--- config.mk ---
export PLATFORM = sky130hd
export DESIGN_NAME = mvm_cell
export DESIGN_NICKNAME = d
export VERILOG_FILES = /design/src/rtl/mvm_pkg.sv /design/src/rtl/mvm_cell.sv
export SDC_FILE = /design/constraint.sdc
export NUM_CORES = 2
export LEC_CHECK = 0
export ABC_AREA = 1
export ABC_CLOCK_PERIOD_IN_PS = 11600
export BUFFER_PORTS_ARGS = -buffer_cell sky130_fd_sc_hd__clkbuf_2
export CORE_AREA = 2 2 434 436
export CTS_CLUSTER_SIZE = 30
export DETAILED_ROUTE_END_ITERATION = 8
export DIE_AREA = 0 0 436 438
export GPL_ROUTABILITY_DRIVEN = 0
export SYNTH_ARGS = -nofsm -noshare
export SYNTH_HDL_FRONTEND = slang
export SYNTH_SLANG_ARGS = --single-unit
--- constraint.sdc ---
create_clock -name clk_i -period 11.6 [get_ports clk_i]
set_input_delay 1.16 -clock clk_i [delete_from_list [all_inputs] [get_ports clk_i]]
set_output_delay 1.16 -clock clk_i [all_outputs]
set_load 0.01 [all_outputs]
--- src/rtl/mvm_pkg.sv ---
package mvm_pkg;

  localparam int DEF_MAX_WIDTH  = 64;
  localparam int DEF_MAX_HEIGHT = 64;

  localparam int LEN_W     = 7;
  localparam int IDX_W     = 6;
  localparam int VAL_W     = 16;
  localparam int PROD_W    = 2 * VAL_W;
  localparam int ACC_W     = 38;
  localparam int CFG_IDX_W = 1;
  localparam int CMP_W     = 11;

  localparam logic [CFG_IDX_W-1:0] REG_VEC_LEN = 1'b0;
  localparam logic [CFG_IDX_W-1:0] REG_OUT_LEN = 1'b1;

  localparam logic REQ_WEIGHT  = 1'b0;
  localparam logic REQ_ELEMENT = 1'b1;

  typedef enum logic [1:0] {
    ST_RUN,
    ST_WAIT,
    ST_DRAIN
  } mvm_state_e;

  typedef struct packed {
    logic rd;
    logic mul;
    logic acc;
    logic clr;
    logic rot;
  } mvm_ctl_t;

endpackage

--- src/rtl/mvm_cell.sv ---
module mvm_cell import mvm_pkg::*; #(
  parameter int MAX_WIDTH = DEF_MAX_WIDTH,
  localparam int AW = (MAX_WIDTH > 1) ? $clog2(MAX_WIDTH) : 1
) (
  input  logic                    clk_i,
  input  logic                    rst_ni,
  input  logic                    we_i,
  input  logic [AW-1:0]           addr_i,
  input  logic signed [VAL_W-1:0] wdata_i,
  input  logic signed [VAL_W-1:0] x_i,
  input  mvm_ctl_t                ctl_i,
  input  logic [ACC_W-1:0]        nbr_i,
  output logic [ACC_W-1:0]        acc_o
);

  logic signed [VAL_W-1:0]  mem [MAX_WIDTH];
  logic signed [VAL_W-1:0]  w_q;
  logic signed [PROD_W-1:0] prod_q;
  logic [ACC_W-1:0]         acc_q;
  logic [ACC_W-1:0]         acc_d;
  logic [ACC_W-1:0]         base;

  always_ff @(posedge clk_i) begin
    if (we_i) begin
      mem[addr_i] <= wdata_i;
    end
    if (ctl_i.rd) begin
      w_q <= mem[addr_i];
    end
    if (ctl_i.mul) begin
      prod_q <= w_q * x_i;
    end
  end

  always_comb begin
    base  = ctl_i.clr ? '0 : acc_q;
    acc_d = acc_q;
    if (ctl_i.rot) begin
      acc_d = nbr_i;
    end else if (ctl_i.acc) begin
      acc_d = base + {{(ACC_W-PROD_W){prod_q[PROD_W-1]}}, prod_q};
    end
  end

  always_ff @(posedge clk_i or negedge rst_ni) begin
    if (!rst_ni) begin
      acc_q <= '0;
    end else begin
      acc_q <= acc_d;
    end
  end

  assign acc_o = acc_q;

endmodule
==> metrics.txt <==
# TYPE chip_impl_metric gauge
chip_impl_metric{name="post_synth.cell_area_avg",unit="sq um"} 11.13
chip_impl_info{name="most_frequent_cell_after_synthesis",value="sky130_fd_sc_hd__nand2_1"} 1
chip_impl_metric{name="floorplan.io_pins",unit=""} 122
chip_impl_metric{name="area_growth_syn_to_layout",unit="%"} 12.37
chip_impl_metric{name="pin_count_of_the_biggest_net_entering_global_routing",unit=""} 91
chip_impl_metric{name="final_layout_size_suffix_gt1_share",unit="%"} 8.570
chip_impl_metric{name="ys_types",unit=""} 39
chip_impl_metric{name="post_cts.resized_instances",unit=""} 0
chip_impl_metric{name="die_w",unit="um"} 436
chip_impl_metric{name="wire_length_of_the_first_global_routing_pass",unit="mm"} 230.0
chip_impl_metric{name="post-synth-top-area-fraction",unit="%"} 57.94
chip_impl_metric{name="portBuffers",unit=""} 121
chip_impl_metric{name="first_pass_iters",unit=""} 6
chip_impl_info{name="timing.critical_path.cells",value="nand2_1, inv_1, fa_1, fa_1, fa_1, fa_1, fa_1, inv_1, fa_1, inv_1, ha_1, nand2_1, nor2_1, inv_1, nor3_1, nand3_1, nand3_1, nand2_1"} 1
chip_impl_metric{name="finalInstanceArea",unit="sq mm"} 0.06243
chip_impl_metric{name="drc",unit=""} 0
chip_impl_metric{name="finalClockSkew",unit="ns"} 0.04582
chip_impl_metric{name="core",unit="sq mm"} 0.1866
chip_impl_info{name="critical_path_class",value="reg2reg"} 1
chip_impl_metric{name="detailed_place_hpwl",unit="mm"} 96.58
chip_impl_metric{name="cts_buffers",unit=""} 106
chip_impl_metric{name="die-area",unit="sq mm"} 0.1910
chip_impl_metric{name="htree_num_levels",unit=""} 3
chip_impl_metric{name="timing_hold_violations_final",unit=""} 0
chip_impl_info{name="synth_top_cells_by_count",value="sky130_fd_sc_hd__nand2_1 (1522), sky130_fd_sc_hd__edfxtp_1 (1072), sky130_fd_sc_hd__inv_1 (690), sky130_fd_sc_hd__nor2_1 (276), sky130_fd_sc_hd__fa_1 (263)"} 1
chip_impl_metric{name="netlist_instances",unit=""} 4993
chip_impl_metric{name="final_core_occ",unit="%"} 33.46
chip_impl_metric{name="synth_nets",unit=""} 5459
chip_impl_metric{name="detailroute.via_count",unit=""} 36630
chip_impl_metric{name="final_cell_count_no_fill",unit=""} 7711
chip_impl_metric{name="detail-route-antenna-nets",unit=""} 0
chip_impl_metric{name="final_max_slew_viol_count",unit=""} 0
chip_impl_metric{name="dpl_cell_area",unit="sq mm"} 0.05906
chip_impl_info{name="timing.critical_path.slowest_stage_cell",value="sky130_fd_sc_hd__fa_1"} 1
chip_impl_metric{name="die-height",unit="um"} 438
chip_impl_metric{name="timing.max_cap.violations",unit=""} 0
chip_impl_metric{name="clock_insertion_delay_worst_skew",unit="ns"} 0.73
chip_impl_info{name="path_common_cell",value="sky130_fd_sc_hd__fa_1"} 1
chip_impl_metric{name="setup_viol",unit=""} 0
chip_impl_metric{name="synth-warning-count",unit=""} 0
chip_impl_metric{name="detail_route.wl_per_cell",unit="um"} 19.73
chip_impl_metric{name="dpl.cell_count",unit=""} 7518
chip_impl_metric{name="grtUsageTotal",unit="%"} 15.81
chip_impl_metric{name="design.final.nets",unit=""} 5597
chip_impl_info{name="cts_tree",value="yes"} 1
chip_impl_metric{name="antenna_cells_inserted",unit=""} 0
chip_impl_metric{name="cts_post_setup_buffers_inserted",unit=""} 0
chip_impl_metric{name="arrival",unit="ns"} 6.76
chip_impl_metric{name="powerDensity",unit="mW/mm^2"} 267.9
chip_impl_info{name="cp-start-kind",value="register"} 1
chip_impl_metric{name="std_cell_rows",unit=""} 159
chip_impl_metric{name="synth.cell_area",unit="sq mm"} 0.05556
chip_impl_info{name="synthFlopType",value="sky130_fd_sc_hd__edfxtp_1"} 1
chip_impl_info{name="critical_path.top_delay_family",value="adder cells"} 1
chip_impl_metric{name="power.ir.vdd_worst",unit="V"} 0.0004858
chip_impl_metric{name="tightest_slew",unit="ns"} 1.193
chip_impl_info{name="min_path_type",value="reg2reg"} 1
chip_impl_metric{name="required",unit="ns"} 12.04
chip_impl_metric{name="ys_async_sr_fraction",unit="%"} 3.423
chip_impl_metric{name="timing.slew.headroom",unit="%"} 20.37
chip_impl_metric{name="via_per_instance_ratio",unit=""} 4.750
chip_impl_metric{name="worst-path-buf-inv",unit=""} 4
chip_impl_metric{name="finalCriticalPeriod",unit="ns"} 6.316
chip_impl_metric{name="drt-initial-drc-count",unit=""} 3318
chip_impl_metric{name="finalSetupTns",unit="ns"} 0
chip_impl_metric{name="number_of_global_route_vias_before_repair",unit=""} 36720
chip_impl_metric{name="crit_fanout",unit=""} 16
chip_impl_metric{name="total_leakage_power",unit="nW"} 24.99
chip_impl_metric{name="routed_wl",unit="mm"} 152.1
chip_impl_metric{name="n_fill_cell",unit=""} 18650
chip_impl_metric{name="synth-edff-count",unit=""} 1072
chip_impl_metric{name="critPathMaxStageDelay",unit="ns"} 0.83
chip_impl_metric{name="cts-hold-fix-buffers",unit=""} 0
chip_impl_metric{name="cts-root-to-sink-buffers",unit=""} 3
chip_impl_info{name="leading_area_contributor_after_synthesis",value="sky130_fd_sc_hd__edfxtp_1"} 1
chip_impl_metric{name="maxClockFrequency",unit="GHz"} 0.1583
chip_impl_metric{name="path_clk_slew",unit="ns"} 0.06
chip_impl_info{name="synth_area_leaders",value="sky130_fd_sc_hd__edfxtp_1 (58%), sky130_fd_sc_hd__nand2_1 (10%), sky130_fd_sc_hd__fa_1 (9.5%), sky130_fd_sc_hd__inv_1 (4.7%), sky130_fd_sc_hd__ha_1 (2.7%)"} 1
chip_impl_metric{name="fin_total_pwr",unit="mW"} 16.73
chip_impl_metric{name="finalCritPeriodShare",unit="%"} 54.45
chip_impl_metric{name="synth_seq_cells",unit=""} 1110
chip_impl_metric{name="sinks_on_the_clock_net",unit=""} 1110
chip_impl_info{name="end_kind",value="register"} 1
chip_impl_info{name="status",value="finished, final reports clean"} 1
chip_impl_metric{name="synth-seq-area-share",unit="%"} 59.65
chip_impl_metric{name="antenna_found_initial",unit=""} 6
chip_impl_metric{name="overflow",unit=""} 0
chip_impl_metric{name="initial_core_util",unit="%"} 29.77
chip_impl_info{name="cts_root_buffer",value="sky130_fd_sc_hd__clkbuf_16"} 1
chip_impl_info{name="grt_setup_unrepaired",value="no"} 1
-- path summary, 6_finish.rpt --
kind,start,end,slack (ns),cells past startpoint
min in group asynchronous,rst_ni,acc_o[2],0.59,1
hold / removal,acc_o[0],acc_o[0],0.53,2
max in group asynchronous,rst_ni,acc_o[4],10.42,1
setup reg to reg,w_q[15],prod_q[30],5.28,18
setup / recovery,w_q[15],prod_q[30],5.28,18
hold reg to reg,acc_o[0],acc_o[0],0.53,2
-- state kept, by name (all words and copies together), names as in the netlist --
signal / count
mem: 1024
prod_q: 32
w_q: 16
acc_o: 38
-- per-stage QoR --
step / setup WS, ns / hold slack (ns)
after floorplan: 5.170 / 0.5471
after global placement: 4.704 / 0.5041
after detailed placement: 4.680 / 0.5152
after CTS: 5.297 / 0.5286
after global routing: 4.848 / 0.5652
final: 5.284 / 0.5257
-- layout by cell type (no fill, tap or decap), types with 91 or more instances in the layout --
master	count
sky130_fd_sc_hd__buf_4	100
sky130_fd_sc_hd__a22oi_1	103
sky130_fd_sc_hd__a21oi_1	91
sky130_fd_sc_hd__fa_1	263
sky130_fd_sc_hd__clkbuf_2	121
sky130_fd_sc_hd__nand3_1	157
sky130_fd_sc_hd__nand4_1	147
sky130_fd_sc_hd__edfxtp_1	1072
sky130_fd_sc_hd__clkbuf_16	107
sky130_fd_sc_hd__inv_1	690
sky130_fd_sc_hd__nor2_1	263
sky130_fd_sc_hd__nand2_1	1522
sky130_fd_sc_hd__ha_1	119
-- final cells by class --
cell class / count / area [sq um] / share of cell area, %
inverter: 704 / 2673 / 4.281
tap: 2495 / 3122 / 5.000
clock buffer: 140 / 2821 / 4.519
multi-input combinational: 2987 / 18740 / 30.02
clock inverter: 53 / 558.0 / 0.8938
timing repair buffer: 222 / 1376 / 2.204
sequential: 1110 / 33140 / 53.08
-- cells by family (layout without fill, tap and decap cells) --
family	count (synthesis)	in the layout	synth area share, %
and+or+nand+nor	2145	2145	15.84
xor gates and xnor gates	41	41	0.6463
buffers and inverters	896	1119	6.708
adders and majority gates	382	382	12.16
AOI/OAI and AO/OA	419	419	4.997
DFF	1110	1110	59.65
-- layer usage --
metal | GRT usage, % | routed length, um | vias to the layer above
li1 | - | - | 16840
met1 | 20.55 | 62930 | 18250
met2 | 26.98 | 74020 | 1313
met3 | 2.424 | 10450 | 231
met4 | 5.196 | 4725 | 2
met5 | 0 | 10 | -
-- power breakdown --
group	internal, mW	switching [mW]	total, mW
registers	4.85	0.118	4.97
clock network	1.88	1.51	3.39
logic	2.98	5.39	8.37
total	9.71	7.01	16.7
-- worst register-to-register path, cell delays in order (launching register included) --
cell,delay (ns)
sky130_fd_sc_hd__edfxtp_1,0.79
sky130_fd_sc_hd__nand2_1,0.22
sky130_fd_sc_hd__inv_1,0.16
sky130_fd_sc_hd__fa_1,0.57
sky130_fd_sc_hd__fa_1,0.83
sky130_fd_sc_hd__fa_1,0.51
sky130_fd_sc_hd__fa_1,0.50
sky130_fd_sc_hd__fa_1,0.50
sky130_fd_sc_hd__inv_1,0.05
sky130_fd_sc_hd__fa_1,0.47
sky130_fd_sc_hd__inv_1,0.04
sky130_fd_sc_hd__ha_1,0.37
sky130_fd_sc_hd__nand2_1,0.16
sky130_fd_sc_hd__nor2_1,0.19
sky130_fd_sc_hd__inv_1,0.09
sky130_fd_sc_hd__nor3_1,0.21
sky130_fd_sc_hd__nand3_1,0.19
sky130_fd_sc_hd__nand3_1,0.13
sky130_fd_sc_hd__nand2_1,0.07
Power figures use the tool's default switching activity.
